===== config.mk =====
export PLATFORM = sky130hd
export DESIGN_NAME = frame_deframer_crc32_check_unit
export DESIGN_NICKNAME = d
export VERILOG_FILES = /design/src/sv/fdc32_pkg.sv /design/src/sv/frame_deframer_crc32_check_unit.sv /design/src/sv/fdc32_fifo.sv /design/src/sv/fdc32_front.sv /design/src/sv/fdc32_back.sv
export SDC_FILE = /design/constraint.sdc
export NUM_CORES = 1
export LEC_CHECK = 0
export ABC_AREA = 1
export BUFFER_PORTS_ARGS = -buffer_cell sky130_fd_sc_hd__buf_2
export CORE_UTILIZATION = 55
export CTS_BUF_LIST = sky130_fd_sc_hd__clkbuf_8
export DETAILED_ROUTE_END_ITERATION = 16
export GPL_ROUTABILITY_DRIVEN = 0
export GPL_TIMING_DRIVEN = 0
export MAX_ROUTING_LAYER = met4
export PLACE_DENSITY_LB_ADDON = 0.1
export SLEW_MARGIN = 10
export SYNTH_ARGS = -nofsm -noshare
export SYNTH_HDL_FRONTEND = slang
export SYNTH_SLANG_ARGS = --single-unit

===== constraint.sdc =====
create_clock -name clk -period 9.1 [get_ports clk]
set_input_delay 1.82 -clock clk [delete_from_list [all_inputs] [get_ports clk]]
set_output_delay 1.82 -clock clk [all_outputs]
set_load 0.05 [all_outputs]

===== src/sv/fdc32_pkg.sv =====
// Shared types, constants and the CRC-32 byte update for the frame deframer.
package fdc32_pkg;

  localparam int HDR_BYTES      = 22;
  localparam int COUNT_W        = 11;
  localparam int HDR_IDX_W      = 5;
  localparam int MAX_BODY_BYTES = 1024;
  localparam int MID_DEPTH      = 2;
  localparam int OUT_DEPTH      = 2;

  localparam logic [COUNT_W-1:0] COUNT_MAX = '1;
  localparam logic [31:0]        CRC_INIT  = 32'hFFFF_FFFF;
  localparam logic [31:0]        CRC_POLY  = 32'hEDB8_8320;

  // Configuration port
  localparam int CFG_ADDR_W = 1;
  localparam int CFG_DATA_W = 16;
  localparam logic [CFG_ADDR_W-1:0] REG_START_WORD    = 1'b0;
  localparam logic [CFG_ADDR_W-1:0] REG_MAJOR_VERSION = 1'b1;

  typedef enum logic [2:0] {
    ST_OK         = 3'd0,
    ST_BAD_LEN    = 3'd1,
    ST_BAD_START  = 3'd2,
    ST_BAD_VER    = 3'd3,
    ST_TOO_LARGE  = 3'd4,
    ST_CRC_ERR    = 3'd5
  } status_t;

  typedef struct packed {
    logic [7:0] rx_byte;
    logic       last_byte;
  } in_item_t;

  typedef struct packed {
    logic [7:0]  payload_byte;
    logic        payload_valid;
    logic        frame_done;
    logic [2:0]  status;
    logic [15:0] message_id;
    logic [15:0] header_flags;
    logic [31:0] session_number;
    logic [31:0] sequence_number;
    logic [15:0] body_length;
    logic [7:0]  minor_version;
  } out_item_t;

  // Beat handed from front to back: result with provisional status, plus
  // what the back needs for the final CRC verdict.
  typedef struct packed {
    out_item_t   res;
    logic        crc_chk;
    logic        body_nz;
    logic [31:0] hdr_crc;
  } mid_item_t;

  // Reflected CRC-32, one byte, eight bit steps unrolled.
  function automatic logic [31:0] crc_byte(input logic [31:0] crc, input logic [7:0] b);
    logic [31:0] c;
    c = crc ^ {24'd0, b};
    for (int k = 0; k < 8; k++) begin
      c = c[0] ? ((c >> 1) ^ CRC_POLY) : (c >> 1);
    end
    return c;
  endfunction

endpackage


===== src/sv/frame_deframer_crc32_check_unit.sv =====
// Path: an accepted byte is written to the mid queue, then the CRC logic writes the result
// queue, which out_data reads first-word fall-through.
// Throughput: one byte per cycle while full is low; the CRC byte update is unrolled, no loop.
// Stalls: up to four beats wait (two per queue); full mirrors the mid queue's full flag.
// Reset (rst_n low, synchronous): both queues empty, byte position 0, CRC all ones,
// start_word 0, major_version 1. Header byte store is not cleared.
module frame_deframer_crc32_check_unit #(
  parameter int MID_DEPTH = fdc32_pkg::MID_DEPTH,
  parameter int OUT_DEPTH = fdc32_pkg::OUT_DEPTH
) (
  input  logic                             clk,
  input  logic                             rst_n,
  // input byte beats
  input  logic                             push,
  output logic                             full,
  input  fdc32_pkg::in_item_t              in_data,
  // result beats
  output logic                             empty,
  input  logic                             pop,
  output fdc32_pkg::out_item_t             out_data,
  // configuration writes
  input  logic                             cfg_wr_en,
  input  logic [fdc32_pkg::CFG_ADDR_W-1:0] cfg_addr,
  input  logic [fdc32_pkg::CFG_DATA_W-1:0] cfg_wdata
);

  logic                 mid_push, mid_full, mid_pop, mid_empty;
  fdc32_pkg::mid_item_t mid_wr, mid_rd;
  logic                 out_push, out_full;
  fdc32_pkg::out_item_t out_wr;

  // Front: tracks byte position, stores the 22 header bytes and does every
  // check except the CRC compare. A last beat leaves with the header fields
  // attached, so the front may start on the next frame straight away.
  fdc32_front u_front (
    .clk       (clk),
    .rst_n     (rst_n),
    .in_push   (push),
    .in_data   (in_data),
    .cfg_wr_en (cfg_wr_en),
    .cfg_addr  (cfg_addr),
    .cfg_wdata (cfg_wdata),
    .mid_full  (mid_full),
    .mid_push  (mid_push),
    .mid_item  (mid_wr)
  );

  // Short queue between the two halves.
  fdc32_fifo #(
    .WIDTH ($bits(fdc32_pkg::mid_item_t)),
    .DEPTH (MID_DEPTH)
  ) u_mid_q (
    .clk   (clk),
    .rst_n (rst_n),
    .push  (mid_push),
    .wdata (mid_wr),
    .full  (mid_full),
    .pop   (mid_pop),
    .rdata (mid_rd),
    .empty (mid_empty)
  );

  // Back: folds payload bytes into the CRC and settles the final status.
  fdc32_back u_back (
    .clk       (clk),
    .rst_n     (rst_n),
    .mid_empty (mid_empty),
    .mid_item  (mid_rd),
    .mid_pop   (mid_pop),
    .out_full  (out_full),
    .out_push  (out_push),
    .out_item  (out_wr)
  );

  // Result queue; decouples the consumer's pop from the CRC stage.
  fdc32_fifo #(
    .WIDTH ($bits(fdc32_pkg::out_item_t)),
    .DEPTH (OUT_DEPTH)
  ) u_out_q (
    .clk   (clk),
    .rst_n (rst_n),
    .push  (out_push),
    .wdata (out_wr),
    .full  (out_full),
    .pop   (pop),
    .rdata (out_data),
    .empty (empty)
  );

  assign full = mid_full;

  // Reset leaves no stale result beat behind.
  a_reset_empty: assert property (@(posedge clk) !rst_n |=> empty)
    else $error("result queue not empty after reset");

  // An accepted byte always lands in the inter-stage queue.
  a_accept_lands: assert property (@(posedge clk) disable iff (!rst_n)
    (push && !full) |=> !mid_empty)
    else $error("accepted beat lost before back end");

  // Only a last-byte result carries a status.
  a_status_on_done: assert property (@(posedge clk) disable iff (!rst_n)
    (!empty && (out_data.status != fdc32_pkg::ST_OK)) |-> out_data.frame_done)
    else $error("status reported on non-final beat");

  // Header bytes never leak onto the payload lane.
  a_payload_zero: assert property (@(posedge clk) disable iff (!rst_n)
    (!empty && !out_data.payload_valid) |-> (out_data.payload_byte == 8'd0))
    else $error("payload byte set on header beat");

endmodule


===== src/sv/fdc32_fifo.sv =====
// Small register queue with first-word fall-through read.
module fdc32_fifo #(
  parameter int WIDTH = 8,
  parameter int DEPTH = 2
) (
  input  logic             clk,
  input  logic             rst_n,
  input  logic             push,
  input  logic [WIDTH-1:0] wdata,
  output logic             full,
  input  logic             pop,
  output logic [WIDTH-1:0] rdata,
  output logic             empty
);

  localparam int AW = (DEPTH > 1) ? $clog2(DEPTH) : 1;
  localparam int CW = $clog2(DEPTH + 1);

  logic [WIDTH-1:0] mem_r [DEPTH];
  logic [AW-1:0]    wr_ptr_r, wr_ptr_nxt;
  logic [AW-1:0]    rd_ptr_r, rd_ptr_nxt;
  logic [CW-1:0]    cnt_r, cnt_nxt;
  logic             do_push, do_pop;

  assign full    = (cnt_r == CW'(DEPTH));
  assign empty   = (cnt_r == '0);
  assign do_push = push && !full;
  assign do_pop  = pop && !empty;
  assign rdata   = mem_r[rd_ptr_r];

  always_comb begin
    wr_ptr_nxt = wr_ptr_r;
    rd_ptr_nxt = rd_ptr_r;
    if (do_push) begin
      wr_ptr_nxt = (wr_ptr_r == AW'(DEPTH - 1)) ? '0 : wr_ptr_r + 1'b1;
    end
    if (do_pop) begin
      rd_ptr_nxt = (rd_ptr_r == AW'(DEPTH - 1)) ? '0 : rd_ptr_r + 1'b1;
    end
    cnt_nxt = cnt_r + CW'(do_push) - CW'(do_pop);
  end

  always_ff @(posedge clk) begin
    if (!rst_n) begin
      wr_ptr_r <= '0;
      rd_ptr_r <= '0;
      cnt_r    <= '0;
    end else begin
      wr_ptr_r <= wr_ptr_nxt;
      rd_ptr_r <= rd_ptr_nxt;
      cnt_r    <= cnt_nxt;
    end
  end

  always_ff @(posedge clk) begin
    if (do_push) begin
      mem_r[wr_ptr_r] <= wdata;
    end
  end

endmodule


===== src/sv/fdc32_front.sv =====
// Front end: byte position, header capture, config registers, header checks.
module fdc32_front (
  input  logic                                 clk,
  input  logic                                 rst_n,
  input  logic                                 in_push,
  input  fdc32_pkg::in_item_t                  in_data,
  input  logic                                 cfg_wr_en,
  input  logic [fdc32_pkg::CFG_ADDR_W-1:0]     cfg_addr,
  input  logic [fdc32_pkg::CFG_DATA_W-1:0]     cfg_wdata,
  input  logic                                 mid_full,
  output logic                                 mid_push,
  output fdc32_pkg::mid_item_t                 mid_item
);

  localparam int CMP_W = 17;

  logic [fdc32_pkg::COUNT_W-1:0] cnt_r, cnt_nxt;
  logic [7:0]                    hdr_r [fdc32_pkg::HDR_BYTES];
  logic [15:0]                   start_word_r;
  logic [7:0]                    major_version_r;

  logic        accept, is_payload, is_short, len_ok;
  logic [7:0]  b21;
  logic [15:0] sw, body_len;
  logic [31:0] hdr_crc;
  fdc32_pkg::status_t pre_st;

  assign accept   = in_push && !mid_full;
  assign mid_push = accept;

  always_comb begin
    is_payload = (cnt_r >= fdc32_pkg::COUNT_W'(fdc32_pkg::HDR_BYTES));
    is_short   = (cnt_r <  fdc32_pkg::COUNT_W'(fdc32_pkg::HDR_BYTES - 1));
    // top header byte may be the byte arriving now
    b21        = (cnt_r == fdc32_pkg::COUNT_W'(fdc32_pkg::HDR_BYTES - 1)) ?
                 in_data.rx_byte : hdr_r[21];
    sw         = {hdr_r[1], hdr_r[0]};
    body_len   = {hdr_r[17], hdr_r[16]};
    hdr_crc    = {b21, hdr_r[20], hdr_r[19], hdr_r[18]};
    len_ok     = (cnt_r != fdc32_pkg::COUNT_MAX) &&
                 ((CMP_W'(cnt_r) + CMP_W'(1)) ==
                  (CMP_W'(body_len) + CMP_W'(fdc32_pkg::HDR_BYTES)));

    if (is_short) begin
      pre_st = fdc32_pkg::ST_BAD_LEN;
    end else if (sw != start_word_r) begin
      pre_st = fdc32_pkg::ST_BAD_START;
    end else if (hdr_r[2] != major_version_r) begin
      pre_st = fdc32_pkg::ST_BAD_VER;
    end else if (body_len > 16'(fdc32_pkg::MAX_BODY_BYTES)) begin
      pre_st = fdc32_pkg::ST_TOO_LARGE;
    end else if (!len_ok) begin
      pre_st = fdc32_pkg::ST_BAD_LEN;
    end else begin
      pre_st = fdc32_pkg::ST_OK;
    end

    mid_item = '0;
    mid_item.res.payload_byte  = is_payload ? in_data.rx_byte : 8'd0;
    mid_item.res.payload_valid = is_payload;
    if (in_data.last_byte) begin
      mid_item.res.frame_done = 1'b1;
      mid_item.res.status     = pre_st;
      mid_item.crc_chk        = !is_short && (pre_st == fdc32_pkg::ST_OK);
      mid_item.body_nz        = (body_len != 16'd0);
      mid_item.hdr_crc        = hdr_crc;
      if (!is_short) begin
        mid_item.res.message_id      = {hdr_r[5], hdr_r[4]};
        mid_item.res.header_flags    = {hdr_r[7], hdr_r[6]};
        mid_item.res.session_number  = {hdr_r[11], hdr_r[10], hdr_r[9], hdr_r[8]};
        mid_item.res.sequence_number = {hdr_r[15], hdr_r[14], hdr_r[13], hdr_r[12]};
        mid_item.res.body_length     = body_len;
        mid_item.res.minor_version   = hdr_r[3];
      end
    end

    cnt_nxt = cnt_r;
    if (accept) begin
      if (in_data.last_byte) begin
        cnt_nxt = '0;
      end else if (cnt_r != fdc32_pkg::COUNT_MAX) begin
        cnt_nxt = cnt_r + 1'b1;
      end
    end
  end

  always_ff @(posedge clk) begin
    if (!rst_n) begin
      cnt_r           <= '0;
      start_word_r    <= 16'd0;
      major_version_r <= 8'd1;
    end else begin
      cnt_r <= cnt_nxt;
      if (cfg_wr_en) begin
        unique case (cfg_addr)
          fdc32_pkg::REG_START_WORD:    start_word_r    <= cfg_wdata;
          fdc32_pkg::REG_MAJOR_VERSION: major_version_r <= cfg_wdata[7:0];
          default: ;
        endcase
      end
    end
  end

  always_ff @(posedge clk) begin
    if (accept && !is_payload) begin
      hdr_r[cnt_r[fdc32_pkg::HDR_IDX_W-1:0]] <= in_data.rx_byte;
    end
  end

endmodule


===== src/sv/fdc32_back.sv =====
// Back end: running payload CRC and final CRC verdict on the last beat.
module fdc32_back (
  input  logic                 clk,
  input  logic                 rst_n,
  input  logic                 mid_empty,
  input  fdc32_pkg::mid_item_t mid_item,
  output logic                 mid_pop,
  input  logic                 out_full,
  output logic                 out_push,
  output fdc32_pkg::out_item_t out_item
);

  logic [31:0] crc_r, crc_nxt, crc_upd;
  logic        mismatch;

  assign mid_pop  = !mid_empty && !out_full;
  assign out_push = mid_pop;

  always_comb begin
    crc_upd  = fdc32_pkg::crc_byte(crc_r, mid_item.res.payload_byte);
    crc_nxt  = mid_item.res.payload_valid ? crc_upd : crc_r;
    mismatch = mid_item.body_nz ? ((~crc_nxt) != mid_item.hdr_crc)
                                : (mid_item.hdr_crc != 32'd0);
    out_item = mid_item.res;
    if (mid_item.res.frame_done && mid_item.crc_chk) begin
      out_item.status = mismatch ? fdc32_pkg::ST_CRC_ERR : fdc32_pkg::ST_OK;
    end
  end

  always_ff @(posedge clk) begin
    if (!rst_n) begin
      crc_r <= fdc32_pkg::CRC_INIT;
    end else if (mid_pop) begin
      crc_r <= mid_item.res.frame_done ? fdc32_pkg::CRC_INIT : crc_nxt;
    end
  end

endmodule

### Word-level counts from Yosys, hierarchy flattened

Memory sizes are Yosys's and may differ from the RTL's. A register that Yosys moved wholly into a read port is not among the register bits.
Index checks and enable logic that the tools add are counted.
W data, S select, Z words.

| storage, ports and cells | value |
|---|---|
| logic and storage cells | 109 |
| memories kept | 3 |
| bits of input ports | 31 |
| RAM bits | 776 |
| bits in registers | 75 |
| output and inout port bits | 135 |

| operators by class | value |
|---|---|
| mux-type cells | 38 |
| eq/ne operators | 8 |
| bitwise operators | 11 |
| order comparisons | 3 |
| reduce and logical (&&, ||, !) cells | 25 |
| add/subtract/negate cells | 11 |

Memory list:

| memory | words | width | rd ports | clocked after memory_dff | write ports | line | text |
|---|---|---|---|---|---|---|---|
| u_mid_q.mem_r | 2 | 167 | 1 | 1 | 1 | fdc32_fifo.sv:19 | `logic [WIDTH-1:0] mem_r [DEPTH];` |
| u_out_q.mem_r | 2 | 133 | 1 | 1 | 1 | fdc32_fifo.sv:19 |  |
| u_front.hdr_r | 22 | 8 | 22 | 0 | 1 | fdc32_front.sv:18 | `logic [7:0] hdr_r [fdc32_pkg::HDR_BYTES];` |

Operator list:

| kind | count |
|---|---|
| $mux W32 | 10 |
| $mux W158 | 1 |
| $mux W120 | 1 |
| $not A13 Y14 | 8 |
| $ne A32 B32 Y1 | 1 |
| $not A32 Y32 | 1 |
| $reduce_bool A32 Y1 | 1 |
| $xor A32 B8 Y32 | 1 |
| $mux W11 | 2 |
| $mux W3 | 6 |
| $add A16 B5 Y17 const B | 1 |
| $eq A17 B17 Y1 | 1 |
| $gt A16 B11 Y1 const B | 1 |
| $mux W1 | 16 |
| $mux W8 | 2 |
| $ne A16 B16 Y1 | 1 |
| $reduce_bool A16 Y1 | 1 |
| $add A11 B1 Y12 const B | 1 |
| $add A11 B1 Y11 const B | 1 |
| $eq A11 B5 Y1 const B | 1 |
| $ge A11 B5 Y1 const B | 1 |
| $lt A11 B5 Y1 const B | 1 |
| $ne A11 B11 Y1 const B | 1 |
| $logic_and A1 B1 Y1 | 10 |
| 11 further kinds | 25 |

### Longest topological paths before layout

Gate-level depths: netlist of run 1.

| logic depth | value |
|---|---|
| depth after elaboration | 23 |
| depth in mapped cells | 23 |
| mapped depth without buffers | 21 |

### By module

Synthesis of run 1 repeated with hierarchy kept, for this count alone.

| second synthesis, totals | value |
|---|---|
| cell total of the unflattened synthesis | 2853 |
| area total of the unflattened synthesis | 37078.1 sq um |

Modules (own cells, without submodules):

| module | cells an instance | seq. area each (sq um) | instances | area an instance (sq um) |
|---|---|---|---|---|
| fdc32_fifo (u_mid_q) | 558 | 10129.7 | 1 | 12841.1 |
| fdc32_fifo (u_out_q) | 452 | 8087.8 | 1 | 10127.2 |
| fdc32_front | 1006 | 5985.7 | 1 | 9444.1 |
| fdc32_back | 837 | 640.6 | 1 | 4665.7 |

### Least setup slack after synthesis of run 1

No wires, ideal clock.

| path | value |
|---|---|
| path type | input to register |
| start point | in push |
| end point | mem u_mid_q.mem_r[1][0] (netlist bit) (enable) |
| data required time | 8.401 ns |
| library setup time | 0.699 ns |
| buffers on the path | 0 |
| slack | -0.543 ns |
| cell stages on the path | 2 |
| data arrival time | 8.944 ns |
| path through | o21ai_0 -> nor2_1 |

| between the ends | value |
|---|---|
| longest elaborated chain between the ends | 4 |

Ends and longest elaborated chain:

| what | line | text |
|---|---|---|
| from (decl) | frame_deframer_crc32_check_unit.sv:14 | `input logic push,` |
| $logic_and A1 B1 Y1 | fdc32_front.sv:28 | `assign accept = in_push && !mid_full;` |
| $logic_and A1 B1 Y1 | fdc32_fifo.sv:27 | `assign do_push = push && !full;` |
| $mux W1 | fdc32_fifo.sv:56 | `if (do_push) begin` |
| $mux W1 (not written as such) | fdc32_fifo.sv:57 | `mem_r[wr_ptr_r] <= wdata;` |
| to (decl) | fdc32_fifo.sv:19 |  |

Every way passes these cells.

==> metrics, run 1 <==
DP Cell Count 4084; CTS Hold Bufs 0; max frequency 188 MHz; vias in the first global route 22360; Yosys cell types 40; I/O pin cnt 166; status completed; post-DP HPWL 54.7 mm; GRT Total Usage 26.4%; clk root buf clkbuf_8; met2 Use GR 41.9%; Reg2Reg Depth 11; post-synthesis sequential area ratio 70.5%; fill count 4885; Hold/Removal Path Class flip-flop to flip-flop; period utilisation layout 58.6%; Placed Area 0.0377 mm2; Post-CTS Setup Inserts 0; Final min period 5.33 ns; syn avg cell area 11.6 um2; WL/cell 18.9 um; first-pass GRT wire length 124 mm; Worst Setup End Kind output pin; Hold Vio Cnt, Final 0; Post-route DRC 0; Max-Cap Viols 0; hold depth 1; Initial Util 55.8%; grt peak-use layer met2; CTS tree yes; leak pwr 16.1 nW; cells after synthesis 3049; Core ar. 0.0632 mm2; # H-tree levels 4; final setup fails 0; Worst Clk Skew 0.0368 ns; Power Dens Cells 345 mW/mm2; Layout Cells excl Fill 4335; post-CTS sizing 0; met1 usage 33.4%; Yosys top cell by area edfxtp_1; worst-margin pin slew 1.12 ns; grt total ovfl 0; Clock transition at path regs 0.05 ns; row cnt 92; met3 GRT Util 4.98%; Tot Pwr 13.9 mW; worst vdd ir 0.157 mV; die width 255 um; Vias/cell 5.30; initial DRC count 1877; top-area cell type share of the netlist area 66.1%; final hold slack 0.453 ns; Final Slew Violations 0; die area 0.0651 mm2; Max clock buf depth 3; Cell Area, Synth 0.0352 mm2; total CTS buffers 138; WL final 81.8 mm; IO buf count 165; Synth Register Bits 853; DIE HEIGHT 255 um; Synth Net Count 3089; DRT Pass-1 Iters 6; RSZ-0062 raised after global routing no; initial antenna violation count 2; Sink Count 853; Skew-Pair Late Insertion Delay 0.79 ns; final instance area 0.0403 mm2; fraction of layout cells with a size suffix above 1 17.1%; synth top area cells edfxtp_1 66%, nand2_1 11%, dfxtp_1 4.4%, mux2_2 4.2%, nor2_1 2.9%; Data arrival, critical path 3.51 ns; Area growth syn-to-layout 14.4%; critical path peak fanout 10; post-layout net count 3418; DR vias 22974; Yosys warnings 0; CP required 7.28 ns; post-route ant nets 0; Rel. slew slack 24.3%; kind of start point of the critical path flip-flop; crit path kind flip-flop to output pin; pin count of the biggest net entering global routing 31
cells in the mapped netlist (all sizes together):
| cell | instances |
|---|---|
| nand2 | 1063 |
| edfxtp | 776 |
| nor2 | 270 |
| inv | 174 |
| mux2 | 133 |
| nand3 | 125 |
| o21ai | 99 |
| clkbuf | 87 |
| dfxtp | 77 |
| a21oi | 48 |
| xor2 | 37 |
| or2 | 29 |
| buf | 26 |
| nand4 | 15 |
| nor3 | 15 |
| xnor2 | 15 |
| o22ai | 12 |
| ha | 9 |
| mux2i | 9 |
| nand3b | 7 |
| nor4 | 7 |
| o211ai | 5 |
| a31oi | 3 |
| clkinv | 2 |
| a211oi | 1 |
| a21boi | 1 |
| a41oi | 1 |
| nor3b | 1 |
| o2111ai | 1 |
| o31ai | 1 |
worst paths after layout:
check / from / endpoint / slack [ns]
worst max-delay path: flip-flop / out_data[116] / 3.77
worst min-delay path: u_mid_q.rd_ptr_r / u_mid_q.rd_ptr_r / 0.45
worst max register to register: u_front.cnt_r[9] / u_front.hdr_r[18][0] / 5.72
worst min register to register: u_mid_q.rd_ptr_r / u_mid_q.rd_ptr_r / 0.45
worst max-delay path, stage by stage (launching register included):
cell      delay (ns)
dfxtp_1         0.30
clkbuf_1        0.50
clkbuf_2        0.64
clkbuf_1        0.61
mux2_2          0.45
buf_2           0.22
per-stage QoR:
| step | setup TNS [ns] | setup WS [ns] | utilization, % |
|---|---|---|---|
| 2_1_floorplan | -176.35 | -0.543 | - |
| 3_3_place_gp | -2111.91 | -5.19 | 58.8 |
| 3_5_place_dp | 0 | 4.51 | 59.7 |
| 4_1_cts | 0 | 3.67 | 63.8 |
| 5_1_grt | 0 | 3.57 | 63.8 |
| 6_report | 0 | 3.77 | 63.8 |
registers in the layout (all words and copies together) (netlist names), named ones only:
| name | count |
|---|---|
| u_front.hdr_r | 176 |
| u_front.cnt_r | 11 |
| u_mid_q.rd_ptr_r | 1 |
| u_out_q.wr_ptr_r | 1 |
| u_back.crc_r | 32 |
| u_out_q.mem_r | 266 |
| u_mid_q.cnt_r | 2 |
| u_out_q.rd_ptr_r | 1 |
| u_mid_q.wr_ptr_r | 1 |
| u_front.major_version_r | 8 |
| u_front.start_word_r | 16 |
| u_mid_q.mem_r | 334 |
| u_out_q.cnt_r | 2 |
where the power goes:
group          switching (mW)  total, mW  leakage [nW]  internal, mW
Combinational            3.91       5.34          6.69          1.43
Sequential              0.215       5.48          7.93          5.26
Clock                    1.48       3.11          1.50          1.63
final cells by class:
type                       instances  area, um2  area share (%)
buffer                           113        482            1.19
sequential                       853      24800            61.6
clock inverter                   105        613            1.52
clock buffer                     145       2000            4.95
multi-input combinational       1907       9310            23.1
antenna                            1       2.50         0.00621
inverter                         176        661            1.64
tap                              846       1060            2.62
timing repair buffer             189       1370            3.39
metal layers:
layer / vias to the layer above / share of wire [%]
li1: 11024 / -
met1: 10907 / 41
met2: 869 / 49
met3: 174 / 6.8
met4: 0 / 3.3
met5: - / 0
cell usage in the layout, fill, tap and decap left out, drive strengths merged, types with 38 or more instances in the layout:
cell,count
inv,230
clkinv,38
a21oi,48
clkbuf,232
edfxtp,776
buf,215
o21ai,99
nand2,1063
nor2,270
dfxtp,77
mux2,133
nand3,125
kinds of logic (layout without fill, tap and decap cells):
logic type                 count (synthesis)  after routing  share of synthesized area (%)
other                                      0              1                              0
adders and majority gates                  9              9                          0.319
buffers and inverters                    289            728                           3.24
AOI/OAI and AO/OA                        172            172                           2.58
and+or+nand+nor                         1532           1532                           17.6
xor gates and xnor gates                  52             52                           1.31
muxes                                    142            142                           4.50
DFF                                      853            853                           70.5
No activity file was read; power rests on OpenSTA's default activity.
==> run 2: changes to the inputs <==
Clock period 9.1 ns to 5.2 ns, I/O delays scaled along.
==> run 2 against run 1 <==
  * Clock power increased by 67%
  * First-iteration DRC count decreased by 6.6%
  * Utilization decreased by 0.37 points
  * Clock skew decreased by 0.0083 ns
  * Die area unchanged
  * Power increased by 73%
  * Highest routed layer unchanged
  * Sequential cell count unchanged
  * Count of clock-buffer cells in the layout decreased by 3
  * Sequential share of layout area increased by 0.36 points
  * Worst setup slack got worse by 3.1 ns
==> metrics, run 2 (same netlist as run 1, synthesis figures left out) <==
status completed; IO buf count 165; Power Dens Cells 602 mW/mm2; I/O pin cnt 166; met2 Use GR 42.6%; cells along the critical path clkbuf_1 > clkbuf_2 > clkbuf_1 > mux2_2 > buf_2; crit-path max cell delay 0.66 ns; max frequency 220 MHz; Critical path buffers and inverters 4; Final Slew Violations 0; Placed Area 0.0376 mm2; GRT Total Usage 26.4%; post-DP HPWL 54.4 mm; row cnt 92; Hold/Removal Path Class flip-flop to flip-flop; pin count of the biggest net entering global routing 31; Top delay family on crit path buffers and inverters; hold depth 1; Initial Util 55.8%; Sink Count 853; most frequent cells in the layout 1031 x nand2_1, 776 x edfxtp_1, 266 x nor2_1; Sum Neg Setup Slack 0 ns; crit path kind flip-flop to output pin; WL/cell 19.0 um; most frequent CP cell clkbuf_1; met3 GRT Util 5.05%; die width 255 um; Tot Pwr 24.1 mW; worst-margin pin slew 1.23 ns; Hold Vio Cnt, Final 0; clk root buf clkbuf_8; Data arrival, critical path 3.52 ns; Area growth syn-to-layout 13.8%; RSZ-0062 raised after global routing no; CP required 4.16 ns; DRT Pass-1 Iters 5; worst vdd ir 0.274 mV; Top reg by flops u_mid_q.mem_r; vias in the first global route 22871; final instance area 0.0401 mm2; initial antenna violation count 5; final setup fails 0; DIE HEIGHT 255 um; Core ar. 0.0632 mm2; WL final 82.2 mm; Clock transition at path regs 0.05 ns; initial DRC count 1754; Reg2Reg Depth 11; DR vias 23203; grt peak-use layer met2; post-CTS sizing 0; critical path peak fanout 10; grt total ovfl 0; met1 usage 32.5%; period utilisation layout 87.6%; Post-route DRC 0; Skew-Pair Late Insertion Delay 0.78 ns; Max clock buf depth 3; fraction of layout cells with a size suffix above 1 16.8%; CTS Hold Bufs 0; post-route ant nets 0; Rel. slew slack 17.2%; Layout Cells excl Fill 4331; Worst Clk Skew 0.0285 ns; number of cells on the critical path 5; Vias/cell 5.36; total CTS buffers 137; DP Cell Count 4082; final core occ 63.4%; max reg flops 334; CTS tree yes; Max-Cap Viols 0; commonest non-fill, non-tap cell in the layout nand2_1; first-pass GRT wire length 125 mm; fill count 4948; post-layout net count 3415; # H-tree levels 4; die area 0.0651 mm2; leak pwr 16.0 nW; Post-CTS Setup Inserts 0; Worst Setup End Kind output pin; kind of start point of the critical path flip-flop; Final min period 4.56 ns; crit path max-delay cell type clkbuf_2
==> run 2: cell count changes in the layout (fill, tap and decap cells not counted), moves of 3 or more <==
cell        previous run  this run
clkinv_1              26        35
buf_16                 8         3
bufinv_16              5         1
inv_6                  0         4
buf_12                16        19
clkbuf_8             145       142
clkinv_2              12         9
clkinvlp_4             8         5
diode_2                1         4
inv_1                217       214
inv_8                  4         1
==> run 2: through the flow <==
stage	hold slack [ns]	worst slack (ns)
6_report	0.457	0.645
3_3_place_gp	0.438	-1.86
2_1_floorplan	0.426	0.563
4_1_cts	0.435	0.501
3_5_place_dp	0.449	1.36
5_1_grt	0.453	0.441
==> run 2: path summary, 6_finish.rpt <==
check	startpoint	end	slack, ns
setup reg to reg	u_front.cnt_r[9]	u_front.hdr_r[20][1]	1.54
setup / recovery	flip-flop	out_data[118]	0.64
hold / removal	u_out_q.rd_ptr_r	u_out_q.rd_ptr_r	0.46
hold reg to reg	u_out_q.rd_ptr_r	u_out_q.rd_ptr_r	0.46
==> run 2: layout make-up <==
cell class / instances / area [um2] / share of cell area (%)
sequential: 853 / 24800 / 62.0
tap: 846 / 1060 / 2.64
antenna: 4 / 10.0 / 0.0250
clock inverter: 103 / 495 / 1.24
multi-input combinational: 1907 / 9300 / 23.2
inverter: 176 / 661 / 1.65
timing repair buffer: 187 / 1290 / 3.21
buffer: 113 / 482 / 1.20
clock buffer: 142 / 1950 / 4.87
==> run 2: where the power goes <==
part	internal (mW)	switching (mW)	total (mW)
registers	9.21	0.382	9.60
clock network	2.60	2.59	5.19
logic	2.48	6.86	9.34
total	14.3	9.84	24.1
==> run 2: metal layers <==
metal,vias to the layer above,share of wire [%]
li1,11012,-
met1,11129,41
met2,840,49
met3,222,6.1
met4,0,3.8
met5,-,0
